==> src/rtl/core/ihex_pkg.sv <==
// Shared types, codes and helpers for the Intel HEX record parser.
// No dependencies; imported by every module of the block.
package ihex_pkg;

    localparam int CHAR_BITS  = 8;
    localparam int ADDR_OUT_W = 16;
    localparam int KIND_W     = 2;

    localparam logic [7:0] CHAR_COLON = 8'h3A;
    localparam logic [7:0] CHAR_CR    = 8'h0D;
    localparam logic [7:0] CHAR_LF    = 8'h0A;

    localparam logic [7:0] REC_DATA = 8'h00;
    localparam logic [7:0] REC_EOF  = 8'h01;

    localparam logic [KIND_W-1:0] KIND_DATA = 2'd0;
    localparam logic [KIND_W-1:0] KIND_EOF  = 2'd1;
    localparam logic [KIND_W-1:0] KIND_BAD  = 2'd2;

    typedef enum logic [2:0] {
        PH_COLON = 3'd0,
        PH_LEN   = 3'd1,
        PH_ADDR  = 3'd2,
        PH_TYPE  = 3'd3,
        PH_DATA  = 3'd4,
        PH_CSUM  = 3'd5,
        PH_SKIP  = 3'd6
    } t_phase;

    typedef struct packed {
        logic       eol;
        logic       colon;
        logic       hex_ok;
        logic [3:0] nib;
    } t_char_class;

    typedef struct packed {
        logic                  valid;
        logic [KIND_W-1:0]     kind;
        logic [ADDR_OUT_W-1:0] addr;
        logic [7:0]            value;
    } t_result;

    function automatic logic [4:0] hex_nibble(input logic [7:0] c);
        logic [4:0] r;
        r = 5'd0;
        if (c >= 8'h30 && c <= 8'h39)      r = {1'b1, 4'(c - 8'h30)};
        else if (c >= 8'h41 && c <= 8'h46) r = {1'b1, 4'(c - 8'h37)};
        else if (c >= 8'h61 && c <= 8'h66) r = {1'b1, 4'(c - 8'h57)};
        return r;
    endfunction

endpackage

==> src/rtl/core/ihex_char_class.sv <==
// Character classifier: end of line, colon, hex digit and its nibble value.
// Depends on ihex_pkg.
module ihex_char_class (
    input  logic [7:0]           i_char,
    output ihex_pkg::t_char_class o_cls
);
    import ihex_pkg::*;

    logic [4:0] w_hex;

    assign w_hex        = hex_nibble(i_char);
    assign o_cls.eol    = (i_char == CHAR_CR) || (i_char == CHAR_LF);
    assign o_cls.colon  = (i_char == CHAR_COLON);
    assign o_cls.hex_ok = w_hex[4];
    assign o_cls.nib    = w_hex[3:0];

endmodule

==> src/rtl/core/ihex_record_fsm.sv <==
// Record field walker with result register; one character per step.
// Depends on ihex_pkg.
module ihex_record_fsm (
    input  logic                  i_clk,
    input  logic                  i_rst_n,
    input  logic                  i_step,
    input  logic                  i_taken,
    input  ihex_pkg::t_char_class i_cls,
    output ihex_pkg::t_result     o_res
);
    import ihex_pkg::*;

    t_phase     r_phase, n_phase;
    logic       r_hnh, n_hnh;
    logic [3:0] r_held, n_held;
    logic [7:0] r_len, n_len;
    logic [15:0] r_addr, n_addr;
    logic [7:0] r_kind, n_kind;
    logic [7:0] r_cnt, n_cnt;
    logic       r_done, n_done;
    t_result    r_res, n_res;

    logic [7:0] w_byte;
    logic [7:0] w_cnt_inc;
    logic       w_nib_ok;

    assign w_byte    = {r_held, i_cls.nib};
    assign w_cnt_inc = r_cnt + 8'd1;
    // the current character is a hex digit; with a held high nibble it completes a byte
    assign w_nib_ok  = !i_cls.eol && i_cls.hex_ok;

    // next state
    always_comb begin
        n_phase = r_phase;
        n_hnh   = r_hnh;
        n_held  = r_held;
        n_len   = r_len;
        n_addr  = r_addr;
        n_kind  = r_kind;
        n_cnt   = r_cnt;
        n_done  = r_done;
        if (!r_done) begin
            case (r_phase)
                PH_COLON: begin
                    if (i_cls.colon) begin
                        n_phase = PH_LEN;
                        n_hnh   = 1'b0;
                        n_held  = 4'd0;
                        n_cnt   = 8'd0;
                    end else if (!i_cls.eol) begin
                        n_phase = PH_SKIP;
                    end
                end
                PH_SKIP: begin
                    if (i_cls.eol) n_phase = PH_COLON;
                end
                PH_LEN, PH_ADDR, PH_TYPE, PH_DATA, PH_CSUM: begin
                    if (i_cls.eol) begin
                        n_phase = PH_COLON;
                        n_hnh   = 1'b0;
                    end else if (!i_cls.hex_ok) begin
                        n_phase = PH_SKIP;
                        n_hnh   = 1'b0;
                    end else if (!r_hnh) begin
                        n_held = i_cls.nib;
                        n_hnh  = 1'b1;
                    end else begin
                        n_hnh = 1'b0;
                        case (r_phase)
                            PH_LEN: begin
                                n_len   = w_byte;
                                n_addr  = 16'd0;
                                n_cnt   = 8'd0;
                                n_phase = PH_ADDR;
                            end
                            PH_ADDR: begin
                                n_addr = {r_addr[7:0], w_byte};
                                n_cnt  = w_cnt_inc;
                                if (w_cnt_inc >= 8'd2) begin
                                    n_cnt   = 8'd0;
                                    n_phase = PH_TYPE;
                                end
                            end
                            PH_TYPE: begin
                                n_kind  = w_byte;
                                n_cnt   = 8'd0;
                                n_phase = (r_len == 8'd0) ? PH_CSUM : PH_DATA;
                                if (w_byte == REC_EOF) n_done = 1'b1;
                            end
                            PH_DATA: begin
                                n_cnt = w_cnt_inc;
                                if (w_cnt_inc >= r_len) n_phase = PH_CSUM;
                            end
                            default: n_phase = PH_SKIP;
                        endcase
                    end
                end
                default: begin
                    if (i_cls.eol) n_phase = PH_COLON;
                end
            endcase
        end
    end

    // result for this character
    always_comb begin
        n_res = '0;
        if (!r_done) begin
            case (r_phase)
                PH_COLON: begin
                    if (!i_cls.eol && !i_cls.colon) begin
                        n_res.valid = 1'b1;
                        n_res.kind  = KIND_BAD;
                    end
                end
                PH_LEN, PH_ADDR, PH_TYPE, PH_DATA, PH_CSUM: begin
                    if (!i_cls.eol && !i_cls.hex_ok) begin
                        n_res.valid = 1'b1;
                        n_res.kind  = KIND_BAD;
                    end else if (w_nib_ok && r_hnh) begin
                        if (r_phase == PH_TYPE && w_byte == REC_EOF) begin
                            n_res.valid = 1'b1;
                            n_res.kind  = KIND_EOF;
                        end else if (r_phase == PH_DATA && r_kind == REC_DATA) begin
                            n_res.valid = 1'b1;
                            n_res.kind  = KIND_DATA;
                            n_res.addr  = r_addr + {8'd0, r_cnt};
                            n_res.value = w_byte;
                        end
                    end
                end
                default: n_res = '0;
            endcase
        end
    end

    always_ff @(posedge i_clk) begin
        if (!i_rst_n) begin
            r_phase <= PH_COLON;
            r_hnh   <= 1'b0;
            r_held  <= 4'd0;
            r_len   <= 8'd0;
            r_addr  <= 16'd0;
            r_kind  <= 8'd0;
            r_cnt   <= 8'd0;
            r_done  <= 1'b0;
            r_res   <= '0;
        end else begin
            if (i_step) begin
                r_phase <= n_phase;
                r_hnh   <= n_hnh;
                r_held  <= n_held;
                r_len   <= n_len;
                r_addr  <= n_addr;
                r_kind  <= n_kind;
                r_cnt   <= n_cnt;
                r_done  <= n_done;
                r_res   <= n_res;
            end else if (i_taken) begin
                r_res.valid <= 1'b0;
            end
        end
    end

    assign o_res = r_res;

endmodule

==> src/rtl/core/intel_hex_record_parser.sv <==
// Intel HEX record parser, top level: input register and stream handshake.
// The accepted character is held in the input register, then its result in the result register.
// Throughput: one character per cycle, limited only by master-side backpressure.
// Reset (i_rst_n low, synchronous) returns to waiting for a colon and empties
// both the input register and the result register.
// Depends on ihex_pkg, ihex_char_class, ihex_record_fsm.
module intel_hex_record_parser (
    input  logic        i_clk,
    input  logic        i_rst_n,
    input  logic        s_tvalid,
    output logic        s_tready,
    input  logic [7:0]  s_tdata,   // [7:0] char_in
    output logic        m_tvalid,
    input  logic        m_tready,
    output logic [23:0] m_tdata,   // [15:0] byte_address, [23:16] byte_value
    output logic [1:0]  m_tuser    // [1:0] kind
);
    import ihex_pkg::*;

    logic        r_in_valid;
    logic [7:0]  r_in_char;
    logic        w_step;
    logic        w_taken;
    t_char_class w_cls;
    t_result     w_res;

    assign w_taken  = w_res.valid && m_tready;
    assign w_step   = r_in_valid && (!w_res.valid || m_tready);
    assign s_tready = !r_in_valid || w_step;

    always_ff @(posedge i_clk) begin
        if (!i_rst_n) begin
            r_in_valid <= 1'b0;
        end else if (s_tready) begin
            r_in_valid <= s_tvalid;
        end
    end

    always_ff @(posedge i_clk) begin
        if (s_tready && s_tvalid) r_in_char <= s_tdata;
    end

    ihex_char_class u_cls (
        .i_char (r_in_char),
        .o_cls  (w_cls)
    );

    ihex_record_fsm u_fsm (
        .i_clk   (i_clk),
        .i_rst_n (i_rst_n),
        .i_step  (w_step),
        .i_taken (w_taken),
        .i_cls   (w_cls),
        .o_res   (w_res)
    );

    assign m_tvalid = w_res.valid;
    assign m_tdata  = {w_res.value, w_res.addr};
    assign m_tuser  = w_res.kind;

endmodule

==> config.mk <==
export PLATFORM = sky130hd
export DESIGN_NAME = intel_hex_record_parser
export DESIGN_NICKNAME = d
export VERILOG_FILES = /design/src/rtl/core/ihex_pkg.sv /design/src/rtl/core/ihex_char_class.sv /design/src/rtl/core/ihex_record_fsm.sv /design/src/rtl/core/intel_hex_record_parser.sv
export SDC_FILE = /design/constraint.sdc
export NUM_CORES = 1
export LEC_CHECK = 0
export BUFFER_PORTS_ARGS = -buffer_cell sky130_fd_sc_hd__buf_2
export CAP_MARGIN = 10
export CELL_PAD_IN_SITES_DETAIL_PLACEMENT = 1
export CELL_PAD_IN_SITES_GLOBAL_PLACEMENT = 1
export CORE_AREA = 2 2 108 131
export DETAILED_ROUTE_END_ITERATION = 8
export DIE_AREA = 0 0 110 133
export MAX_ROUTING_LAYER = met4
export PLACE_DENSITY = 0.7
export SLEW_MARGIN = 20
export SYNTH_ARGS = -nofsm -noshare
export SYNTH_HDL_FRONTEND = slang
export SYNTH_HIERARCHICAL = 1
export SYNTH_SLANG_ARGS = --single-unit
==> constraint.sdc <==
create_clock -name i_clk -period 3.7 [get_ports i_clk]
set_input_delay 0.37 -clock i_clk [delete_from_list [all_inputs] [get_ports i_clk]]
set_output_delay 0.37 -clock i_clk [all_outputs]
set_load 0.05 [all_outputs]
==> impl_metrics.tcl, run 1 <==
set metrics [dict create \
    path_class "reg -> reg" \
    area_delta_synth_final_pct 12.3 \
    detail_route.wl_per_cell_um 17.3 \
    synth_xor_area_share_pct 3.54 \
    yosysSeqAreaShare_pct 38.0 \
    report.final.slew_viol_count 0 \
    cts_tree "yes" \
    yosysWarnings 6 \
    rrSetupSlack_ns 0.47 \
    ant_nets 0 \
    synthesis.area_um2 4690 \
    fmax_mhz 310 \
    fin_hold_ws_ns 0.191 \
    n_antenna_cell 0 \
    relSlewSlack_pct 41.0 \
    clkTransAtPathRegs_ns 0.07 \
    yosysTopAreaCellShare_pct 32.8 \
    cts_setup_buffers 0 \
    rows 47 \
    p_leak_nw 2.03 \
    clock-sinks 85 \
    powerDensity_nw_per_um2 365 \
    finalSetupTns_ns 0 \
    synth_top_family_by_area "simple AND/OR/NAND/NOR gates" \
    overflow 0 \
    utilization_pct 39.1 \
    core-area_um2 13500 \
    synth.top_cells.by_count "77 x dfxtp_1, 57 x nor2b_1, 37 x nand2_1" \
    required_ns 3.98 \
    place_congestion 0.877 \
    ys_seq_elements 85 \
    place_inst 696 \
    grt_pass1_wl_um 20000 \
    insertion_delay_ns 0.35 \
    synthMuxAreaShare_pct 3.84 \
    synthAdderAreaFrac_pct 6.50 \
    synth_edf_count 8 \
    postSynthCellCount 503 \
    synth-async-reset-ratio_pct 0 \
    pin_count 40 \
    rsz0062_at_grt "false" \
    initial_core_util_pct 34.9 \
    synthSimpleGateAreaFrac_pct 23.7 \
    place_hpwl_um 9130 \
    synth_cell_type_count 76 \
    die_y_um 133 \
    tightest_slew_ns 0.883 \
    via_per_inst 5.39 \
    critPathLaunchType "register" \
    max_cap_viol_count 0 \
    grt_max_degree 67 \
    synth_fp_nets 538 \
    cts_buffers 9 \
    first_pass_iters 5 \
    via_count 3840 \
    hp-class "in -> reg" \
    cts.repair.resized 0 \
    dr.first_iter.drc_count 122 \
    period_share_pct 87.3 \
    ir_drop_v 0.000215 \
    die_w_um 110 \
    final_cells 712 \
    finClkSkew_ns 0.00991 \
    ctsLongestPathBuffers 2 \
    cp_max_fo 9 \
    yosysMostFrequentCell "dfxtp_1" \
    antenna_found_initial 0 \
    synth_compound_area_share_pct 19.3 \
    wl_um 12300 \
    crit_arrival_ns 3.51 \
    hold_viol 0 \
    fin_crit_ns 3.23 \
    final-setup-viol-count 0 \
    avgSynthCellArea_um2 9.33 \
    drc_errors 0 \
    outcome "finished, final reports clean" \
    synthFlopType "dfxtp_1" \
    drive_gt1_share_pct 16.8 \
    cts.root.buffer_cell "clkbuf_16" \
    synth_area_leaders "dfxtp_1 33%, nor2b_1 7.6%, ha_1 5.9%" \
    synth.largest_area_cell "dfxtp_1" \
    htreeDepth 3 \
    end_kind "register" \
    port_buffers 39 \
    die-area_um2 14600 \
    nets 571 \
    grt_pass1_vias 3949 \
    grt_usage_pct 18.4 \
    postCtsHoldBufs 0 \
]
## metrics by stage
| step | cell area [um2] | total power [mW] | worst slack, ns |
|---|---|---|---|
| floorplan | 4690 | 1.08 | 1.03 |
| detailed placement | 5000 | 1.11 | 0.471 |
| global placement | 5000 | 1.10 | 0.733 |
| global route | 5270 | 2.00 | 0.248 |
| finish | 5270 | 1.93 | 0.470 |
| CTS | 5270 | 1.95 | 0.470 |
## worst max-delay path, cell delays in order, from the launching register on
cell      delay, ns
edfxtp_1       0.48
inv_1          0.10
ha_1           0.24
nor3b_1        0.18
a311oi_2       0.32
or2_2          0.28
and2b_4        0.20
and2_1         0.26
nand4_1        0.14
nor2_2         0.44
buf_4          0.26
a22oi_1        0.08
nor2b_1        0.17
## path summary, 6_finish.rpt
kind	cells past startpoint	from	endpoint
max reg2reg	12	r_in_char[0]	u_fsm/o_res[7]
min	1	s_tdata[2]	r_in_char[2]
min reg2reg	2	u_fsm/o_res[21]	u_fsm/o_res[21]
max	12	r_in_char[0]	u_fsm/o_res[7]
## cell type report
| class | instances | area, um2 |
|---|---|---|
| sequential | 85 | 1780 |
| inverter | 24 | 90.1 |
| timing repair buffer | 45 | 240 |
| clock buffer | 11 | 233 |
| multi-input combinational | 371 | 2670 |
| fill | 1564 | 8200 |
| tap | 171 | 214 |
| clock inverter | 5 | 38.8 |
## flip-flops by register name, indices dropped and copies added (netlist names)
signal / flops
r_in_char: 8
r_in_valid: 1
u_fsm/o_res: 27
u_fsm/r_addr: 16
u_fsm/r_cnt: 8
u_fsm/r_done: 1
u_fsm/r_held: 4
u_fsm/r_hnh: 1
u_fsm/r_kind: 8
u_fsm/r_len: 8
u_fsm/r_phase: 3
## logic make-up (layout without fill, tap and decap cells)
logic type                 Yosys count  in the layout
and+or+nand+nor                    185            185
buffers and inverters               47             85
xor gates and xnor gates            19             19
muxes                               18             18
DFF                                 85             85
adders and majority gates           24             24
AOI/OAI and AO/OA                  125            125
## layout by cell type (no fill, tap or decap), types with 3 or more instances in the layout
cell and count:
a211oi_1 8, a21boi_0 6, a21o_1 4, a21oi_1 14, a22o_1 4, a22oi_1 33
a31oi_1 3, and2_1 3, and3_1 5, buf_2 39, buf_4 6, clkbuf_16 9
clkinv_4 3, dfxtp_1 77, edfxtp_1 8, ha_1 22, inv_1 20, inv_2 3
mux2i_1 18, nand2_1 37, nand2b_1 4, nand3_1 7, nand3b_1 5, nand4_1 7
nand4_2 3, nor2_1 16, nor2b_1 57, nor3_1 6, nor3b_1 4, nor4_1 7
o21a_1 4, o21ai_0 13, o21ai_1 15, or3_1 3, xnor2_1 13, xor2_1 6
## report_power, final
part / leakage, nW / switching (mW) / internal (mW)
Sequential: 0.699 / 0.0182 / 0.939
Clock: 0.130 / 0.382 / 0.458
Combinational: 1.20 / 0.0792 / 0.0490
## layer usage
| layer | GRT usage (%) | share of wire, % | up-vias |
|---|---|---|---|
| li1 | - | - | 1868 |
| met1 | 20.9 | 43 | 1891 |
| met2 | 31.1 | 51 | 62 |
| met3 | 3.20 | 2.9 | 19 |
| met4 | 7.74 | 2.4 | 0 |
| met5 | - | 0 | - |
Note: power is estimated with default switching activity, not from simulation.
==> run 2, diff against run 1 <==
--- a/config.mk
+++ b/config.mk
@@ -9,13 +9,13 @@
 export CAP_MARGIN = 10
 export CELL_PAD_IN_SITES_DETAIL_PLACEMENT = 1
 export CELL_PAD_IN_SITES_GLOBAL_PLACEMENT = 1
-export CORE_AREA = 2 2 108 131
+export CORE_AREA = 2 2 104 126
 export DETAILED_ROUTE_END_ITERATION = 8
-export DIE_AREA = 0 0 110 133
+export DIE_AREA = 0 0 106 128
 export MAX_ROUTING_LAYER = met4
-export PLACE_DENSITY = 0.7
+export PLACE_DENSITY = 0.72
 export SLEW_MARGIN = 20
 export SYNTH_ARGS = -nofsm -noshare
 export SYNTH_HDL_FRONTEND = slang
-export SYNTH_HIERARCHICAL = 1
 export SYNTH_SLANG_ARGS = --single-unit
+export TNS_END_PERCENT = 100
==> run 2 against run 1 <==
Compared with the run above: wire length fell by 0.27%; sequential power barely moved; final cell count fell by 2.4%; maximum frequency rose by 11%; area after synthesis fell by 7.2%; cell area fell by 6.1%; sequential cell count did not move; via count rose by 0.36%; synthesized cell count fell by 0.40%; combinational power rose by 7%; setup slack improved by 0.32 ns; critical path type unchanged; largest cell class unchanged; largest power group unchanged.
==> impl_metrics.tcl, run 2 <==
set metrics [dict create \
    core-area_um2 12400 \
    dr.first_iter.drc_count 117 \
    synthMuxAreaShare_pct 2.76 \
    htreeDepth 3 \
    synthFlopType "dfxtp_1" \
    end_kind "register" \
    place_congestion 0.841 \
    initial_core_util_pct 35.0 \
    p_leak_nw 1.92 \
    cts.root.buffer_cell "clkbuf_16" \
    clkTransAtPathRegs_ns 0.06 \
    crit_chain "inv_1, ha_1, o21bai_1, a21boi_2, o21ai_1, or4_4, nor2_4, nand2_2, o21ai_1" \
    yosysWarnings 0 \
    mostFrequentLayoutCell "dfxtp_1" \
    outcome "finished, final reports clean" \
    first_pass_iters 4 \
    yosysMostFrequentCell "dfxtp_1" \
    place_hpwl_um 8970 \
    detail_route.wl_per_cell_um 17.6 \
    cp_max_fo 14 \
    synthAdderAreaFrac_pct 6.78 \
    ant_nets 0 \
    yosysSeqAreaShare_pct 40.9 \
    die_y_um 128 \
    ctsLongestPathBuffers 2 \
    max_stage_delay_ns 0.59 \
    max_cap_viol_count 0 \
    grt_pass1_vias 3980 \
    antenna_found_initial 0 \
    synth_xor_area_share_pct 4.42 \
    report.final.slew_viol_count 0 \
    required_ns 3.98 \
    finalSetupTns_ns 0 \
    overflow 0 \
    fillers 1471 \
    finClkSkew_ns 0.00668 \
    grt_max_degree 41 \
    synth_top_family_by_area "compound AO/OA/AOI/OAI gates" \
    cts.repair.resized 0 \
    ys_seq_elements 85 \
    cts_tree "yes" \
    period_share_pct 78.7 \
    synth_fp_nets 536 \
    die_w_um 106 \
    whs_path_depth 1 \
    hold_viol 0 \
    critPathLaunchType "register" \
    crit_path_frequent_cell "o21ai_1" \
    via_count 3854 \
    rows 45 \
    rsz0062_at_grt "false" \
    grt_usage_pct 19.4 \
    grt_pass1_wl_um 20100 \
    preCtsSetupSlack_ns 0.812 \
    synth-async-reset-ratio_pct 0 \
    die-area_um2 13600 \
    synth_edf_count 8 \
    slowest_stage "or4_4" \
    path_class "reg -> reg" \
    multiInputGateArea_um2 2390 \
    nets 562 \
    port_buffers 39 \
    final-setup-viol-count 0 \
    fin_ws_ns 0.787 \
    final_cells 695 \
    insertion_delay_ns 0.34 \
    utilization_pct 39.8 \
    ir_drop_v 0.000222 \
    crit_arrival_ns 3.19 \
    seq_area_um2 1780 \
    synthSimpleGateAreaFrac_pct 20.3 \
    synth.top_cells.by_count "77 x dfxtp_1, 69 x nor2_1, 41 x nand2_1" \
    yosysTopAreaCellShare_pct 35.4 \
    via_per_inst 5.55 \
    largest_reg_flops 27 \
    relSlewSlack_pct 37.9 \
    drc_errors 0 \
    final_cell_mix "77 x dfxtp_1, 69 x nor2_1, 41 x nand2_1" \
    reg2regPathDepth 9 \
    postCtsHoldBufs 0 \
    postSynthCellCount 501 \
    synth_compound_area_share_pct 20.5 \
    powerDensity_nw_per_um2 407 \
    drive_gt1_share_pct 13.2 \
    fmax_mhz 343 \
    synth.largest_area_cell "dfxtp_1" \
    avgSynthCellArea_um2 8.70 \
    clock-sinks 85 \
    area_delta_synth_final_pct 13.6 \
    cts_setup_buffers 0 \
    synth_cell_type_count 66 \
    place_inst 680 \
    cts_buffers 9 \
    pin_count 40 \
    n_antenna_cell 0 \
    synth_area_leaders "dfxtp_1 35%, ha_1 6.3%, nor2_1 5.9%" \
    hp-class "in -> reg" \
    tightest_slew_ns 0.925 \
    wl_um 12300 \
    fin_crit_ns 2.91 \
    synthesis.area_um2 4360 \
]
run 2: cell types whose count changed in the layout (fill, tap and decap cells not counted), moves of 6 or more:
cell	change
a21oi_1	+18
mux2i_1	-6
nand3_1	+9
nor2_1	+53
nor2b_1	-53
o21ai_0	-8
xor2_1	+8
run 2: cells by family after synthesis:
family	after synthesis
AND/OR/NAND/NOR	183
multiplexers	12
AO/OA/AOI/OAI	131
adder cells (fa/ha/maj)	23
flip-flops	85
buffers and inverters	45
XOR/XNOR	22
run 2: worst paths after layout:
kind / startpoint / endpoint / slack (ns)
worst max-delay path: r_in_char[1] / u_fsm.o_res[20] / 0.79
worst min register to register: u_fsm.o_res[19] / u_fsm.o_res[19] / 0.45
worst min-delay path: s_tdata[0] / r_in_char[0] / 0.20
worst max register to register: r_in_char[1] / u_fsm.o_res[20] / 0.79
run 2: power by group:
group | switching (mW) | internal [mW] | leakage [nW]
Combinational | 0.0966 | 0.0406 | 1.09
Sequential | 0.0196 | 0.940 | 0.699
Clock | 0.392 | 0.525 | 0.139
run 2: per-layer routing:
metal | global-route usage, % | share of wire, % | up-vias
met2 | 34.6 | 53 | 67
met4 | 6.66 | 2.3 | 0
met3 | 3.51 | 3.1 | 21
met1 | 21.8 | 42 | 1913
met5 | - | 0 | -
li1 | - | - | 1853
run 2: worst max-delay path: cells and delay by family, from the launching register on:
family          cells  cell delay [ns]
buf+inv             1             0.13
simple gates        3             1.16
flops               1             0.49
compound gates      4             0.85
fa+ha+maj           1             0.21
run 2: per-stage QoR:
| stage | total power, mW | area (um2) | hold WS, ns |
|---|---|---|---|
| after floorplan | 1.07 | 4360 | 0.448 |
| after global placement | 1.11 | 4650 | 0.434 |
| after detailed placement | 1.12 | 4650 | 0.440 |
| after CTS | 2.04 | 4950 | 0.194 |
| after global routing | 2.09 | 4950 | 0.194 |
| final | 2.01 | 4950 | 0.200 |
run 2: final cells by class:
type,instances,share of cell area (%)
Clock inverter,6,1.44
Clock buffer,9,4.55
Sequential cell,85,36.0
Tap cell,164,4.14
Timing Repair Buffer,41,4.25
Inverter,19,1.44
Multi-Input combinational cell,371,48.2
==> run 3, diff against run 2 <==
--- a/config.mk
+++ b/config.mk
@@ -5,15 +5,16 @@
 export SDC_FILE = /design/constraint.sdc
 export NUM_CORES = 1
 export LEC_CHECK = 0
+export ABC_AREA = 1
 export BUFFER_PORTS_ARGS = -buffer_cell sky130_fd_sc_hd__buf_2
 export CAP_MARGIN = 10
 export CELL_PAD_IN_SITES_DETAIL_PLACEMENT = 1
 export CELL_PAD_IN_SITES_GLOBAL_PLACEMENT = 1
-export CORE_AREA = 2 2 104 126
+export CORE_AREA = 2 2 107 129
 export DETAILED_ROUTE_END_ITERATION = 8
-export DIE_AREA = 0 0 106 128
+export DIE_AREA = 0 0 109 131
 export MAX_ROUTING_LAYER = met4
-export PLACE_DENSITY = 0.72
+export PLACE_DENSITY = 0.76
 export SLEW_MARGIN = 20
 export SYNTH_ARGS = -nofsm -noshare
 export SYNTH_HDL_FRONTEND = slang
==> constraint.sdc (replaced) <==
create_clock -name i_clk -period 2.6 [get_ports i_clk]
set_input_delay 0.26 -clock i_clk [delete_from_list [all_inputs] [get_ports i_clk]]
set_output_delay 0.26 -clock i_clk [all_outputs]
set_load 0.05 [all_outputs]
==> run 3 against run 2 <==
Compared with the run above: via count grew 10%; worst hold slack worse by 0.12 ns; sequential share of layout area is 2.1 points lower; cell area is 6.7% higher; maximum frequency increased by 24%; clock skew up 0.0021 ns; synthesized cell count is 26% higher; total power up 50%.
==> impl_metrics.tcl, run 3 <==
set metrics [dict create \
    end_kind "register" \
    nets 704 \
    cts.root.buffer_cell "clkbuf_16" \
    synth.top_cells.by_count "157 x nand2_1, 80 x inv_1, 77 x dfxtp_1" \
    mostFrequentLayoutCell "nand2_1" \
    postCtsHoldBufs 0 \
    clock-sinks 85 \
    drive_gt1_share_pct 14.4 \
    max_cap_viol_count 0 \
    final_cell_mix "157 x nand2_1, 80 x inv_1, 75 x a21oi_1" \
    ir_drop_v 0.000343 \
    die_w_um 109 \
    final-setup-viol-count 0 \
    insertion_delay_ns 0.35 \
    first_pass_iters 7 \
    via_per_inst 5.04 \
    cp_num_buf_inv 2 \
    n_antenna_cell 0 \
    wl_um 13100 \
    ys_seq_elements 85 \
    yosysWarnings 0 \
    cts.repair.resized 0 \
    synth_fp_nets 666 \
    yosysSeqAreaShare_pct 38.8 \
    detail_route.wl_per_cell_um 15.5 \
    synth_cell_type_count 45 \
    initial_core_util_pct 35.2 \
    path_delay_family "simple AND/OR/NAND/NOR gates" \
    pin_count 40 \
    finClkSkew_ns 0.00881 \
    synth_edf_count 8 \
    grt_pass1_vias 4355 \
    tightest_slew_ns 0.953 \
    ctsLongestPathBuffers 2 \
    die-area_um2 14300 \
    grt_max_degree 54 \
    cts_tree "yes" \
    overflow 0 \
    core-area_um2 13100 \
    final_cells 842 \
    yosysTopAreaCellShare_pct 33.6 \
    fmax_mhz 426 \
    area_delta_synth_final_pct 15.0 \
    finalSetupTns_ns 0 \
    place_congestion 0.840 \
    required_ns 2.87 \
    report.final.slew_viol_count 0 \
    crit_arrival_ns 2.62 \
    place_inst 826 \
    rows 46 \
    outcome "finished, final reports clean" \
    cp_max_fo 8 \
    via_count 4246 \
    place_hpwl_um 9880 \
    dr.first_iter.drc_count 157 \
    die_y_um 131 \
    slowest_stage "o21ai_0" \
    powerDensity_nw_per_um2 571 \
    path_class "reg -> reg" \
    synth_area_leaders "dfxtp_1 34%, nand2_1 13%, a21oi_1 8.2%" \
    cts_buffers 9 \
    crit_chain "inv_1, ha_1, nand3b_1, nand3_4, o21ai_0, nand2_1, inv_1, nand3_1, nor2_2, nand2_1, a21oi_1" \
    fin_crit_ns 2.35 \
    synthFlopType "dfxtp_1" \
    drc_errors 0 \
    postSynthCellCount 631 \
    clkTransAtPathRegs_ns 0.07 \
    synthesis.area_um2 4590 \
    relSlewSlack_pct 36.4 \
    yosysMostFrequentCell "nand2_1" \
    synth.largest_area_cell "dfxtp_1" \
    period_share_pct 90.2 \
    p_leak_nw 2.40 \
    critPathLaunchType "register" \
    largest_reg_flops 27 \
    cts_setup_buffers 0 \
    synth-async-reset-ratio_pct 0 \
    htreeDepth 3 \
    hp-class "in -> reg" \
    grt_usage_pct 19.6 \
    max_stage_delay_ns 0.51 \
    port_buffers 39 \
    grt_pass1_wl_um 21200 \
    ant_nets 0 \
    hold_viol 0 \
    avgSynthCellArea_um2 7.28 \
    total_power_mw 3.02 \
    antenna_found_initial 0 \
]
-- run 3: cell types whose count changed in the layout (fill, tap and decap cells not counted), sizes merged, moves of 10 or more --
cell and change:
inv +67, xor2 -10, mux2i -12, nor2 -11
a21oi +43, nand2 +120, o21ai +10, nand3 +21
a22oi -27
-- run 3: cells by family after synthesis --
kind of cell / after synthesis / share of synthesized area (%)
AOI/OAI and AO/OA: 132 / 15.8
xor gates and xnor gates: 6 / 1.14
adders and majority gates: 23 / 6.43
buffers and inverters: 103 / 9.18
DFF: 85 / 38.8
and+or+nand+nor: 282 / 28.6
-- run 3: routing by layer --
| metal | track usage [%] | routed length (um) | vias to the layer above |
|---|---|---|---|
| li1 | - | - | 2139 |
| met1 | 20.8 | 5370 | 2027 |
| met2 | 36.4 | 7070 | 57 |
| met3 | 2.88 | 336 | 23 |
| met4 | 7.62 | 299 | 0 |
| met5 | - | 0 | - |
-- run 3: power by group --
group,total [mW],switching [mW],leakage [nW],internal [mW]
Clock,1.33,0.586,0.153,0.743
Combinational,0.312,0.221,1.55,0.0903
Sequential,1.37,0.0272,0.703,1.35
Total,3.02,0.834,2.40,2.18
-- run 3: cell type report --
type                            instances  area, um2
Fill cell                            1656       7780
Multi-Input combinational cell        443       2410
Sequential cell                        85       1790
Inverter                               84        315
Clock buffer                           11        264
Timing Repair Buffer                   46        248
Tap cell                              168        210
Clock inverter                          5       38.8
-- run 3: worst paths after layout --
| path | start | to | slack [ns] | cells past startpoint |
|---|---|---|---|---|
| worst max register to register | r_in_char[0] | u_fsm.o_res[24] | 0.25 | 11 |
| worst max-delay path | r_in_char[0] | u_fsm.o_res[24] | 0.25 | 11 |
| worst min-delay path | s_tdata[6] | r_in_char[6] | 0.08 | 1 |
| worst min register to register | u_fsm.o_res[15] | u_fsm.o_res[15] | 0.46 | 2 |
-- run 3: through the flow --
stage	worst slack, ns	utilization, %	cell area [um2]	hold WS [ns]
2_1_floorplan	0.372	-	4590	0.359
3_5_place_dp	0.0817	37.9	4950	0.439
4_1_cts	0.0674	40.2	5250	0.0671
3_3_place_gp	0.240	37.9	4950	0.437
5_1_grt	-0.0134	40.4	5280	0.0707
6_report	0.255	40.4	5280	0.0772
